--- config.mk ---
export PLATFORM = sky130hd
export DESIGN_NAME = hsv_to_rgb_converter
export DESIGN_NICKNAME = d
export VERILOG_FILES = /design/src/rtl/h2r_pkg.sv /design/src/rtl/hsv_to_rgb_converter.sv /design/src/rtl/h2r_frac.sv /design/src/rtl/h2r_mul.sv /design/src/rtl/h2r_out.sv
export SDC_FILE = /design/constraint.sdc
export NUM_CORES = 1
export LEC_CHECK = 0
export BUFFER_PORTS_ARGS = -buffer_cell sky130_fd_sc_hd__buf_4
export CORE_UTILIZATION = 45
export CTS_BUF_LIST = sky130_fd_sc_hd__clkbuf_8 sky130_fd_sc_hd__clkbuf_16
export CTS_CLUSTER_SIZE = 16
export DETAILED_ROUTE_END_ITERATION = 12
export SETUP_SLACK_MARGIN = 0.15
export SYNTH_ARGS = -nofsm -noshare
export SYNTH_HDL_FRONTEND = slang
export SYNTH_SLANG_ARGS = --single-unit
--- constraint.sdc ---
create_clock -name clk -period 5.95 [get_ports clk]
set_input_delay 0.8925 -clock clk [delete_from_list [all_inputs] [get_ports clk]]
set_output_delay 0.8925 -clock clk [all_outputs]
set_load 0.01 [all_outputs]
--- src/rtl/h2r_pkg.sv ---
// Shared types for the HSV to RGB pixel pipeline.
// No dependencies; every rtl module of the block imports this package.
package h2r_pkg;

    // Hue sectors, each one sixth of the circle
    typedef enum logic [2:0] {
        SEC_RED_YEL = 3'd0,
        SEC_YEL_GRN = 3'd1,
        SEC_GRN_CYA = 3'd2,
        SEC_CYA_BLU = 3'd3,
        SEC_BLU_MAG = 3'd4,
        SEC_MAG_RED = 3'd5
    } h2r_sector_t;

    // After stage 1: sector plus the factors that multiply the value
    typedef struct packed {
        h2r_sector_t sector;
        logic [7:0]  v;
        logic [8:0]  a_p;   // 256 - s
        logic [16:0] a_q;   // 2^16 - s*f
        logic [16:0] a_t;   // 2^16 - s*(256-f)
    } h2r_frac_t;

    // After stage 2: value times each factor
    typedef struct packed {
        h2r_sector_t sector;
        logic [7:0]  v;
        logic [16:0] p_num;
        logic [24:0] q_num;
        logic [24:0] t_num;
    } h2r_prod_t;

    // Final pixel
    typedef struct packed {
        logic [7:0] red;
        logic [7:0] green;
        logic [7:0] blue;
    } h2r_rgb_t;

endpackage

--- src/rtl/hsv_to_rgb_converter.sv ---
// Top level of the HSV to RGB pixel converter.
// Depends on h2r_pkg, h2r_frac, h2r_mul and h2r_out.

// Converts one 8-bit hue/saturation/brightness pixel per clock while out_stall
// is low into 8-bit red/green/blue, each the floor of 255 times the exact
// fixed-point fraction. The pipeline has three register stages (sector and
// factors, value products, scale and route). When nothing stalls, an item
// passes through the stage 1, stage 2 and stage 3 registers in turn, out_valid
// rises once it reaches the stage 3 register, and one item can enter every
// cycle. Each stage holds its item only while the next stage stalls; an empty
// stage always takes a new item, so bubbles close up and in_stall rises only
// once all three stages are full and out_stall is high.
// Zero saturation needs no special path: the general formulas give gray.
module hsv_to_rgb_converter (
    input  logic       clk,
    input  logic       rst_n,
    input  logic       in_valid,
    output logic       in_stall,
    input  logic [7:0] hue,
    input  logic [7:0] saturation,
    input  logic [7:0] brightness,
    output logic       out_valid,
    input  logic       out_stall,
    output logic [7:0] red,
    output logic [7:0] green,
    output logic [7:0] blue
);
    import h2r_pkg::*;

    // Stage to stage handshakes
    logic      s1_valid;
    logic      s1_stall;
    h2r_frac_t s1_data;
    logic      s2_valid;
    logic      s2_stall;
    h2r_prod_t s2_data;
    h2r_rgb_t  s3_data;

    // Stage 1: six-fold hue, sector, saturation factors
    h2r_frac u_frac (
        .clk        (clk),
        .rst_n      (rst_n),
        .up_valid   (in_valid),
        .up_stall   (in_stall),
        .hue        (hue),
        .saturation (saturation),
        .brightness (brightness),
        .dn_valid   (s1_valid),
        .dn_stall   (s1_stall),
        .dn_data    (s1_data)
    );

    // Stage 2: brightness times each factor
    h2r_mul u_mul (
        .clk      (clk),
        .rst_n    (rst_n),
        .up_valid (s1_valid),
        .up_stall (s1_stall),
        .up_data  (s1_data),
        .dn_valid (s2_valid),
        .dn_stall (s2_stall),
        .dn_data  (s2_data)
    );

    // Stage 3: scale by 255, floor, route by sector; this is the output register
    h2r_out u_out (
        .clk      (clk),
        .rst_n    (rst_n),
        .up_valid (s2_valid),
        .up_stall (s2_stall),
        .up_data  (s2_data),
        .dn_valid (out_valid),
        .dn_stall (out_stall),
        .dn_data  (s3_data)
    );

    assign red   = s3_data.red;
    assign green = s3_data.green;
    assign blue  = s3_data.blue;

`ifndef SYNTHESIS
    // Back pressure only ever comes from the output side
    a_stall_origin: assert property (@(posedge clk) disable iff (!rst_n)
        in_stall |-> out_stall)
        else $error("input stalled while output is free");

    // With no output stall an accepted item leaves after three stages
    a_latency: assert property (@(posedge clk) disable iff (!rst_n)
        (in_valid && !in_stall && !out_stall) ##1 !out_stall ##1 !out_stall
        |=> out_valid)
        else $error("item lost in pipeline");

    // A new output item must come from stage 2
    a_no_invent: assert property (@(posedge clk) disable iff (!rst_n)
        $rose(out_valid) |-> $past(s2_valid))
        else $error("output item appeared from nothing");
`endif

endmodule

--- src/rtl/h2r_frac.sv ---
// Stage 1: hue sector, sector fraction and the saturation factors.
// Depends on h2r_pkg.
module h2r_frac (
    input  logic              clk,
    input  logic              rst_n,
    input  logic              up_valid,
    output logic              up_stall,
    input  logic [7:0]        hue,
    input  logic [7:0]        saturation,
    input  logic [7:0]        brightness,
    output logic              dn_valid,
    input  logic              dn_stall,
    output h2r_pkg::h2r_frac_t dn_data
);
    import h2r_pkg::*;

    logic        valid_reg;
    h2r_frac_t   data_reg;
    h2r_frac_t   data_next;
    logic        advance;
    logic [10:0] six;
    logic [7:0]  f;
    logic [8:0]  f_comp;
    logic [15:0] sf;
    logic [16:0] sfc;

    assign advance = !valid_reg || !dn_stall;
    assign up_stall = !advance;

    always_comb
    begin
        six    = {1'b0, hue, 2'b00} + {2'b00, hue, 1'b0};
        f      = six[7:0];
        f_comp = 9'd256 - {1'b0, f};
        sf     = 16'(saturation) * 16'(f);
        sfc    = 17'(saturation) * 17'(f_comp);
        data_next.sector = h2r_sector_t'(six[10:8]);
        data_next.v      = brightness;
        data_next.a_p    = 9'd256 - {1'b0, saturation};
        data_next.a_q    = 17'h10000 - {1'b0, sf};
        data_next.a_t    = 17'h10000 - sfc;
    end

    always_ff @(posedge clk or negedge rst_n)
    begin
        if (!rst_n)
            valid_reg <= 1'b0;
        else if (advance)
            valid_reg <= up_valid;
    end

    always_ff @(posedge clk)
    begin
        if (advance && up_valid)
            data_reg <= data_next;
    end

    assign dn_valid = valid_reg;
    assign dn_data  = data_reg;

endmodule

--- src/rtl/h2r_mul.sv ---
// Stage 2: multiply the value by the p, q and t factors.
// Depends on h2r_pkg.
module h2r_mul (
    input  logic               clk,
    input  logic               rst_n,
    input  logic               up_valid,
    output logic               up_stall,
    input  h2r_pkg::h2r_frac_t up_data,
    output logic               dn_valid,
    input  logic               dn_stall,
    output h2r_pkg::h2r_prod_t dn_data
);
    import h2r_pkg::*;

    logic      valid_reg;
    h2r_prod_t data_reg;
    h2r_prod_t data_next;
    logic      advance;

    assign advance = !valid_reg || !dn_stall;
    assign up_stall = !advance;

    always_comb
    begin
        data_next.sector = up_data.sector;
        data_next.v      = up_data.v;
        data_next.p_num  = 17'(up_data.v) * 17'(up_data.a_p);
        data_next.q_num  = 25'(up_data.v) * 25'(up_data.a_q);
        data_next.t_num  = 25'(up_data.v) * 25'(up_data.a_t);
    end

    always_ff @(posedge clk or negedge rst_n)
    begin
        if (!rst_n)
            valid_reg <= 1'b0;
        else if (advance)
            valid_reg <= up_valid;
    end

    always_ff @(posedge clk)
    begin
        if (advance && up_valid)
            data_reg <= data_next;
    end

    assign dn_valid = valid_reg;
    assign dn_data  = data_reg;

endmodule

--- src/rtl/h2r_out.sv ---
// Stage 3: scale each fraction by 255, floor, and route by sector.
// Depends on h2r_pkg.
module h2r_out (
    input  logic               clk,
    input  logic               rst_n,
    input  logic               up_valid,
    output logic               up_stall,
    input  h2r_pkg::h2r_prod_t up_data,
    output logic               dn_valid,
    input  logic               dn_stall,
    output h2r_pkg::h2r_rgb_t  dn_data
);
    import h2r_pkg::*;

    logic        valid_reg;
    h2r_rgb_t    data_reg;
    h2r_rgb_t    data_next;
    logic        advance;
    logic [15:0] vw;
    logic [24:0] pw;
    logic [32:0] qw;
    logic [32:0] tw;
    logic [7:0]  vo;
    logic [7:0]  po;
    logic [7:0]  qo;
    logic [7:0]  to;

    assign advance = !valid_reg || !dn_stall;
    assign up_stall = !advance;

    // x*255 as (x << 8) - x
    always_comb
    begin
        vw = {up_data.v, 8'b0} - {8'b0, up_data.v};
        pw = {up_data.p_num, 8'b0} - {8'b0, up_data.p_num};
        qw = {up_data.q_num, 8'b0} - {8'b0, up_data.q_num};
        tw = {up_data.t_num, 8'b0} - {8'b0, up_data.t_num};
        vo = vw[15:8];
        po = pw[23:16];
        qo = qw[31:24];
        to = tw[31:24];
        case (up_data.sector)
            SEC_RED_YEL: data_next = '{red: vo, green: to, blue: po};
            SEC_YEL_GRN: data_next = '{red: qo, green: vo, blue: po};
            SEC_GRN_CYA: data_next = '{red: po, green: vo, blue: to};
            SEC_CYA_BLU: data_next = '{red: po, green: qo, blue: vo};
            SEC_BLU_MAG: data_next = '{red: to, green: po, blue: vo};
            default:     data_next = '{red: vo, green: po, blue: qo};
        endcase
    end

    always_ff @(posedge clk or negedge rst_n)
    begin
        if (!rst_n)
            valid_reg <= 1'b0;
        else if (advance)
            valid_reg <= up_valid;
    end

    always_ff @(posedge clk)
    begin
        if (advance && up_valid)
            data_reg <= data_next;
    end

    assign dn_valid = valid_reg;
    assign dn_data  = data_reg;

endmodule
==> results of run 1 <==
==> what timing repair did <==
| action | CTS | global route |
|---|---|---|
| pin swaps | 3 | 48 |
| resized for setup | 0 | 46 |
| setup buffers | 3 | 9 |
| setup endpoints to repair | 3 | 9 |
==> cells in the mapped netlist, types with 13 or more instances <==
library cell  count
inv_1           434
nand2_1         291
fa_1            288
ha_1            253
and2_1          226
edfxtp_1        150
a21oi_1         101
nor2_1           91
xnor2_1          85
clkbuf_1         66
o21ai_0          42
nor3_1           28
a21o_1           27
o211ai_1         24
nand3_1          23
nor2b_1          21
xor2_1           20
o21a_1           18
o21ai_1          16
and3_1           13
nand4_1          13
o21bai_1         13
==> registers in the layout, indices dropped and copies added, names as in the netlist <==
| signal | cells |
|---|---|
| u_out.dn_valid | 1 |
| u_mul.dn_data | 75 |
| u_frac.dn_data | 51 |
| u_out.dn_data | 24 |
| u_frac.dn_valid | 1 |
| u_mul.dn_valid | 1 |
==> critical path, cell delays in order <==
cell and delay, ps:
buf_8 80, ha_4 120, inv_2 30, fa_2 340
inv_2 60, a21oi_2 40, o21bai_1 210, xor2_1 280
buf_4 200, nor4_4 40, xnor2_2 240, buf_4 150
nand2_1 50, ha_1 300, fa_1 490, fa_1 560
inv_1 50, fa_1 470, inv_1 40, ha_1 180
or3_4 370, o211ai_1 270, a31oi_2 150, a21o_1 210
a21oi_2 140, xnor2_1 70
==> layout by cell type, fill, tap and decap left out, drive strengths merged, types with 5 or more instances in the layout <==
| master | synthesis | routed |
|---|---|---|
| inv | 435 | 440 |
| nand2 | 291 | 291 |
| fa | 288 | 288 |
| ha | 253 | 253 |
| and2 | 226 | 226 |
| buf | 3 | 151 |
| edfxtp | 150 | 150 |
| a21oi | 104 | 104 |
| nor2 | 91 | 91 |
| xnor2 | 85 | 85 |
| o21ai | 58 | 58 |
| nor3 | 29 | 29 |
| a21o | 27 | 27 |
| o211ai | 24 | 24 |
| nand3 | 23 | 23 |
| nor2b | 21 | 21 |
| xor2 | 20 | 20 |
| o21a | 18 | 18 |
| clkbuf | 66 | 17 |
| o21bai | 13 | 13 |
| and3 | 13 | 13 |
| nand4 | 13 | 13 |
| nand2b | 12 | 12 |
| or3 | 12 | 12 |
| nor4 | 12 | 12 |
| a31oi | 10 | 10 |
| a211oi | 9 | 9 |
| or2 | 9 | 9 |
| o221ai | 7 | 7 |
| clkinv | 1 | 7 |
| a31o | 6 | 6 |
| o31ai | 6 | 6 |
| a21boi | 5 | 5 |
| or4 | 5 | 5 |
| nor3b | 5 | 5 |
| a2111oi | 5 | 5 |
| a41oi | 5 | 5 |
==> area by class of cell <==
cell class	instances	area, µm²	share of cell area (%)
inverters	436	1640	6.51
clock buffers	17	425	1.69
well taps	664	831	3.30
flip-flops and latches	153	4580	18.2
multi-input cells	1760	16400	65.1
repair buffers	151	1180	4.68
clock inverters	14	125	0.498
==> per-stage QoR <==
stage | area [µm²] | utilization [%]
3_5_place_dp | 24300 | 49.5
6_report | 25100 | 51.2
2_1_floorplan | 22700 | -
3_3_place_gp | 24300 | 49.5
5_1_grt | 25100 | 51.2
4_1_cts | 24900 | 50.6
==> metal layers <==
metal / vias up / GRT usage [%] / part of all wire (%)
li1: 8075 / - / -
met1: 8215 / 27.4 / 47
met2: 273 / 35.8 / 48
met3: 44 / 2.49 / 2.9
met4: 2 / 5.84 / 1.8
met5: - / 0 / 0.026
==> logic make-up (layout without fill, tap and decap cells) <==
family / Yosys count / after routing
flip-flops: 153 / 153
buffers and inverters: 505 / 618
AO/OA/AOI/OAI: 338 / 338
XOR/XNOR: 105 / 105
adder cells (fa/ha/maj): 541 / 541
AND/OR/NAND/NOR: 771 / 771
multiplexers: 5 / 5
==> how the worst min path moves through the flow <==
stage	to	slack, ps	cells past startpoint
floorplan	u_mul.dn_data[75]$_DFFE_PP_	400	0
global placement	u_mul.dn_valid$_DFFE_PN0P_	470	1
detailed placement	u_out.dn_valid$_DFFE_PN0P_	490	1
CTS	u_mul.dn_valid$_DFFE_PN0P_	170	1
finish	u_mul.dn_valid$_DFFE_PN0P_	200	1
global route	u_mul.dn_valid$_DFFE_PN0P_	180	1
==> flow_summary.json, run 1 <==
{
  "io_buffers": 53,
  "crit_arrival_ps": 6030,
  "start_util_pct": 45.8,
  "yosys.area.top_type": "fa_1",
  "core_area_um2": 49200,
  "layout_setup_ws_ps": 123,
  "clock_latency_ps": 460,
  "startpoint": "hue[1]",
  "htreeDepth": 4,
  "syn_area_um2": 22500,
  "initialDrtViolationCount": 835,
  "grt_pass1_vias": 17210,
  "yosys_warnings": 0,
  "io_pins": 54,
  "ys_seq_area_share_pct": 20.3,
  "ant_nets": 0,
  "synth_xor_xnor_area_share_pct": 4.08,
  "synth_compound_area_share_pct": 10.1,
  "nets": 3088,
  "end_kind": "flip-flop",
  "areaGrowthSynthToFinish_pct": 11.7,
  "antenna_cells": 0,
  "crit_end": "u_frac.dn_data[16]$_DFFE_PP_",
  "crit_type": "input port to flip-flop",
  "clock-sinks": 153,
  "required_ps": 6150,
  "track_usage_pct": 20.8,
  "hold_violations": 0,
  "wirelength_mm": 50.3,
  "period_minus_slack_ps": 5830,
  "synth_top_flop_cell": "edfxtp_1",
  "fmax_mhz": 172,
  "period_share_pct": 97.9,
  "place_inst": 3152,
  "cts_buffer_depth": 2,
  "worstMarginPinSlew_ps": 915,
  "synth.area.top_cells": "fa_1 26%, edfxtp_1 20%, ha_1 14%",
  "outcome": "finished clean",
  "synth_top_family_by_area": "adder cells",
  "synth_top_cell_area_share_pct": 25.6,
  "cts-root-buf": "clkbuf_16",
  "synthDistinctLibCells": 80,
  "synth_edf_count": 150,
  "die-area_um2": 50900,
  "die_h_um": 226,
  "timing.hold.ws_ps": 201,
  "synth_mux_area_share_pct": 0.239,
  "grt_pass1_wl_mm": 84.3,
  "dp.final_hpwl_mm": 41.0,
  "die_x_um": 226,
  "cts.reportedPaths.clkPinSlew_ps": 70,
  "synth_fp_nets": 2987,
  "vias_per_cell": 5.20,
  "reg2reg_depth": 17,
  "startpoint_type": "input port",
  "post_route_cells_drive_above_1_share_pct": 10.5,
  "rsz0062_at_grt": "true",
  "fin_cells": 3195,
  "skew_ps": 15.5,
  "fill_cells": 4534,
  "cp_max_fo": 4,
  "tns_ps": 0,
  "relSlewSlack_pct": 39.0,
  "ctsHoldBuffers": 0,
  "reg2reg_from": "u_frac.dn_data[45]$_DFFE_PP_",
  "tritoncts": "yes",
  "antenna_found_initial": 1,
  "drt-pass1-iter-count": 5,
  "synthArstFlopShare_pct": 1.96,
  "hold_class": "input port to asynchronous set/reset pin",
  "grt_overflow_total": 0,
  "synthSimpleGateAreaFrac_pct": 17.2,
  "grt_max_degree": 71,
  "cts_buffers": 17,
  "wl_per_cell_um": 15.7,
  "regToRegSetupSlack_ps": 630,
  "syn_avg_cell_area_um2": 9.31,
  "maxCapViolations": 0,
  "setup_viol": 0,
  "ys_seq_elements": 153,
  "gp_congestion": 0.905,
  "r2r-end": "u_mul.dn_data[47]$_DFFE_PP_",
  "drc": 0,
  "slew_violations": 0,
  "synthAdderAreaFrac_pct": 39.7,
  "dp_slack_ps": -443,
  "placementRows": 81,
  "syn_inst": 2418,
  "vias": 16609
}
Power of run 1 is not shown: default switching activity piles up to over one toggle a cycle in this logic, so the estimate is an artifact.
==> inputs of run 2 (changes only) <==
Settings changed: ABC_AREA from default to 1.
==> flow_summary.json, run 2 <==
{
  "outcome": "finished clean",
  "tritoncts": "yes",
  "synthArstFlopShare_pct": 1.96,
  "io_buffers": 53,
  "dp_slack_ps": -113,
  "synth_fp_nets": 3789,
  "synth_top_flop_cell": "edfxtp_1",
  "vias_per_cell": 5.10,
  "synth_top_cell_area_share_pct": 23.5,
  "synthSimpleGateAreaFrac_pct": 23.1,
  "startpoint_type": "input port",
  "required_ps": 6180,
  "synthAdderAreaFrac_pct": 36.4,
  "areaGrowthSynthToFinish_pct": 7.89,
  "initialDrtViolationCount": 1166,
  "drc": 0,
  "setup_viol": 0,
  "synth_edf_count": 150,
  "ant_nets": 0,
  "hold_class": "input port to asynchronous set/reset pin",
  "yosys-top-cells-count": "816 x nand2_1, 764 x inv_1, 288 x fa_1, 253 x ha_1, 232 x nor2_1",
  "die_h_um": 235,
  "wl_per_cell_um": 15.9,
  "ys_seq_area_share_pct": 18.7,
  "fmax_mhz": 181,
  "htreeDepth": 4,
  "gp_congestion": 0.927,
  "synth_xor_xnor_area_share_pct": 3.18,
  "cts_buffer_depth": 2,
  "cts_buffers": 17,
  "post_cts.repair.setup_buffers": 0,
  "grt_max_degree": 74,
  "drt-pass1-iter-count": 6,
  "wirelength_mm": 63.0,
  "layout_setup_ws_ps": 431,
  "vias": 20223,
  "maxCapViolations": 0,
  "hold_violations": 0,
  "synth_compound_area_share_pct": 5.13,
  "max_stage_delay_ps": 540,
  "period_minus_slack_ps": 5520,
  "grt_overflow_total": 0,
  "end_kind": "flip-flop",
  "synth.area.top_cells": "fa_1 24%, edfxtp_1 18%, ha_1 13%",
  "synthDistinctLibCells": 50,
  "yosys.area.top_type": "fa_1",
  "clock-sinks": 153,
  "ys_seq_elements": 153,
  "nets": 3827,
  "die-area_um2": 55400,
  "period_share_pct": 92.8,
  "rsz0062_at_grt": "true",
  "die_x_um": 235,
  "antenna_found_initial": 0,
  "syn_area_um2": 24500,
  "slew_violations": 0,
  "syn_avg_cell_area_um2": 7.62,
  "cp_max_fo": 4,
  "cts-root-buf": "clkbuf_16",
  "layout_common_cells": "816 x nand2_1, 764 x inv_1, 288 x fa_1",
  "crit_arrival_ps": 5750,
  "yosysMostFrequentCell": "nand2_1",
  "worstMarginPinSlew_ps": 1030,
  "io_pins": 54,
  "fill_cells": 5333,
  "cts.reportedPaths.clkPinSlew_ps": 70,
  "final_common_cell": "nand2_1",
  "critPathSlowestCell": "fa_1",
  "post_route_cells_drive_above_1_share_pct": 5.78,
  "core_area_um2": 53800,
  "synth_top_family_by_area": "adder cells",
  "antenna_cells": 0,
  "largest_reg_flops": 75,
  "syn_inst": 3220,
  "dp.final_hpwl_mm": 52.8,
  "grt_pass1_vias": 21239,
  "yosys_warnings": 0,
  "skew_ps": 17.2,
  "crit_type": "input port to flip-flop",
  "track_usage_pct": 23.8,
  "clock_latency_ps": 490,
  "placementRows": 85,
  "worst_path_most_repeated_cell": "inv_1",
  "start_util_pct": 45.6,
  "relSlewSlack_pct": 31.4,
  "synth_mux_area_share_pct": 0,
  "grt_pass1_wl_mm": 106
}
run 2: worst paths after layout:
| check | to | slack (ps) | start | depth (start not counted) |
|---|---|---|---|---|
| max in group asynchronous | u_frac.dn_valid$_DFFE_PN0N_ | 5670 | rst_n | 1 |
| min in group clk | u_out.dn_valid$_DFFE_PN0P_ | 470 | u_mul.dn_valid$_DFFE_PN0P_ | 2 |
| hold reg to reg | u_out.dn_valid$_DFFE_PN0P_ | 470 | u_mul.dn_valid$_DFFE_PN0P_ | 2 |
| hold / removal | u_out.dn_valid$_DFFE_PN0P_ | 170 | rst_n | 1 |
| setup reg to reg | u_mul.dn_data[62]$_DFFE_PP_ | 850 | u_frac.dn_data[47]$_DFFE_PP_ | 17 |
| setup / recovery | u_frac.dn_data[13]$_DFFE_PP_ | 430 | hue[1] | 29 |
run 2: what timing repair did:
item / 4_1_cts / 5_1_grt
hold buffers: 0 / 0
resized for setup: 0 / 10
endpoints found under the setup margin: 0 / 9
run 2: kinds of logic (layout without fill, tap and decap cells):
family / Yosys count / count (layout)
xor gates and xnor gates: 89 / 89
and+or+nand+nor: 1348 / 1348
adders and majority gates: 541 / 541
buffers and inverters: 864 / 915
AOI/OAI and AO/OA: 225 / 225
DFF: 153 / 153
run 2: worst max-delay path: cells and delay by family:
family | cells | cell delay, ps
adders and majority gates | 7 | 2890
AOI/OAI and AO/OA | 5 | 680
buffers and inverters | 9 | 560
and+or+nand+nor | 7 | 560
xor gates and xnor gates | 1 | 140
run 2: metal layers:
layer	track usage, %	wire length [µm]	vias up	part of all wire [%]
met3	2.49	2300	103	3.7
li1	-	-	9925	-
met4	8.71	1790	0	2.8
met1	30.4	28000	9726	44
met5	0	0	-	0
met2	41.5	31000	469	49
run 2: per-stage QoR:
stage          area (µm²)  hold WS (ps)  std cells  utilization [%]  setup TNS [ps]
3_5_place_dp        25900           464       3935             48.0            -476
6_report            26500           173       3967             49.2               0
5_1_grt             26500           157       3967             49.2               0
2_1_floorplan       24500           400       3220                -               0
4_1_cts             26400           144       3967             49.1               0
3_3_place_gp        25900           456       3935             48.0           -28.9
run 2: layout make-up:
cell class	instances	area (µm²)	area share, %
clock buffers	18	439	1.66
clock inverters	14	138	0.520
inverters	779	2930	11.1
multi-input cells	2203	16700	63.0
flip-flops and latches	153	4580	17.3
well taps	696	871	3.29
repair buffers	104	831	3.14
Power of run 2 is left out for the same reason.
==> inputs of run 3 (changes only) <==
Settings changed: CORE_MARGIN from default to 5.
==> flow_summary.json, run 3 (synthesis gave the netlist of run 2 again) <==
{
  "die_h_um": 243,
  "ant_nets": 0,
  "dr_wl_met2_mm": 30.7,
  "clock-sinks": 153,
  "rsz0062_at_grt": "true",
  "io_pins": 54,
  "critPathSlowestCell": "fa_1",
  "layout_setup_ws_ps": 375,
  "period_share_pct": 93.7,
  "initialDrtViolationCount": 1099,
  "max_stage_delay_ps": 530,
  "crit_family": "adder cells",
  "outcome": "finished clean",
  "crit_type": "input port to flip-flop",
  "skew_ps": 16.4,
  "cp_max_fo": 5,
  "routedLengthMet1_mm": 27.8,
  "layout_common_cells": "816 x nand2_1, 763 x inv_1, 288 x fa_1",
  "cts.reportedPaths.clkPinSlew_ps": 70,
  "route.met3.wl_mm": 2.24,
  "relSlewSlack_pct": 38.5,
  "areaGrowthSynthToFinish_pct": 7.71,
  "dp.final_hpwl_mm": 52.9,
  "drt-pass1-iter-count": 6,
  "wl_per_cell_um": 15.9,
  "drc": 0,
  "track_usage_pct": 21.7,
  "hold_violations": 0,
  "cts_buffers": 17,
  "post_cts.repair.setup_buffers": 0,
  "ctsHoldBuffers": 0,
  "die-area_um2": 59300,
  "ctsResizeCount": 0,
  "dr.max_layer_used": "met4",
  "core_area_um2": 53900,
  "maxCapViolations": 0,
  "cts-root-buf": "clkbuf_16",
  "grt_pass1_wl_mm": 105,
  "tritoncts": "yes",
  "required_ps": 6150,
  "grt_max_degree": 76,
  "grt_pass1_vias": 21125,
  "tns_ps": 0,
  "cts_buffer_depth": 2,
  "grt_overflow_total": 0,
  "cp_num_buf_inv": 10,
  "start_util_pct": 45.5,
  "post_route_cells_drive_above_1_share_pct": 5.78,
  "antenna_cells": 0,
  "crit_arrival_ps": 5770,
  "nets": 3826,
  "setup_viol": 0,
  "startpoint_type": "input port",
  "hold_class": "input port to asynchronous set/reset pin",
  "place_inst": 3934,
  "fmax_mhz": 179,
  "slew_violations": 0,
  "largest_reg_flops": 75,
  "vias_per_cell": 5.08,
  "dp_slack_ps": -106,
  "clock_latency_ps": 460,
  "worst_path_most_repeated_cell": "inv_1",
  "wirelength_mm": 62.9,
  "placementRows": 85,
  "worstMarginPinSlew_ps": 919,
  "placed_area_um2": 25800,
  "final_common_cell": "nand2_1",
  "die_x_um": 243,
  "io_buffers": 53,
  "vias": 20159,
  "htreeDepth": 4,
  "fin_cells": 3966,
  "period_minus_slack_ps": 5570,
  "end_kind": "flip-flop",
  "gp_congestion": 0.920,
  "antenna_found_initial": 1,
  "design_area_um2": 26400
}
-- run 3: changes by cell type in the layout (fill, tap and decap cells not counted), moves of 2 or more --
cell	delta
inv_8	+2
buf_4	+2
clkinv_2	+2
clkinvlp_4	-3
buf_12	-3
-- run 3: final timing paths --
kind                       cells past startpoint                          from  slack [ps]                           end
setup / recovery                              28                        hue[1]         380  u_frac.dn_data[13]$_DFFE_PP_
max in group asynchronous                      1                         rst_n        5640    u_mul.dn_valid$_DFFE_PN0P_
setup reg to reg                              16  u_frac.dn_data[45]$_DFFE_PP_         840   u_mul.dn_data[20]$_DFFE_PP_
hold / removal                                 1                         rst_n         210    u_out.dn_valid$_DFFE_PN0P_
min in group clk                               2    u_mul.dn_valid$_DFFE_PN0P_         470    u_out.dn_valid$_DFFE_PN0P_
hold reg to reg                                2    u_mul.dn_valid$_DFFE_PN0P_         470    u_out.dn_valid$_DFFE_PN0P_
-- run 3: worst register-to-register path: cells and delay by family (launching register included) --
family / cells / cell delay (ps)
AND/OR/NAND/NOR: 1 / 70
XOR/XNOR: 1 / 100
buffers and inverters: 4 / 540
AO/OA/AOI/OAI: 5 / 1030
adder cells (fa/ha/maj): 5 / 2390
flip-flops: 1 / 750
-- run 3: final cells by class --
cell class / count / area (µm²)
fill: 5276 / 27500
inverter: 779 / 2930
timing repair buffer: 103 / 786
sequential: 153 / 4580
tap: 696 / 871
clock buffer: 17 / 425
clock inverter: 15 / 160
multi-input combinational: 2203 / 16700
-- run 3: per-stage QoR --
step                      util [%]  hold WS (ps)
after global placement        47.9           456
after CTS                     48.9           190
after floorplan                  -           400
after detailed placement      47.9           459
final                         49.0           212
after global routing          49.0           195
-- run 3: layer usage --
metal,GRT usage (%),vias up
met1,28.1,9658
met5,0,-
met2,38.1,447
met3,2.16,123
li1,-,9931
met4,7.38,0
Power of run 3 is left out for the same reason.
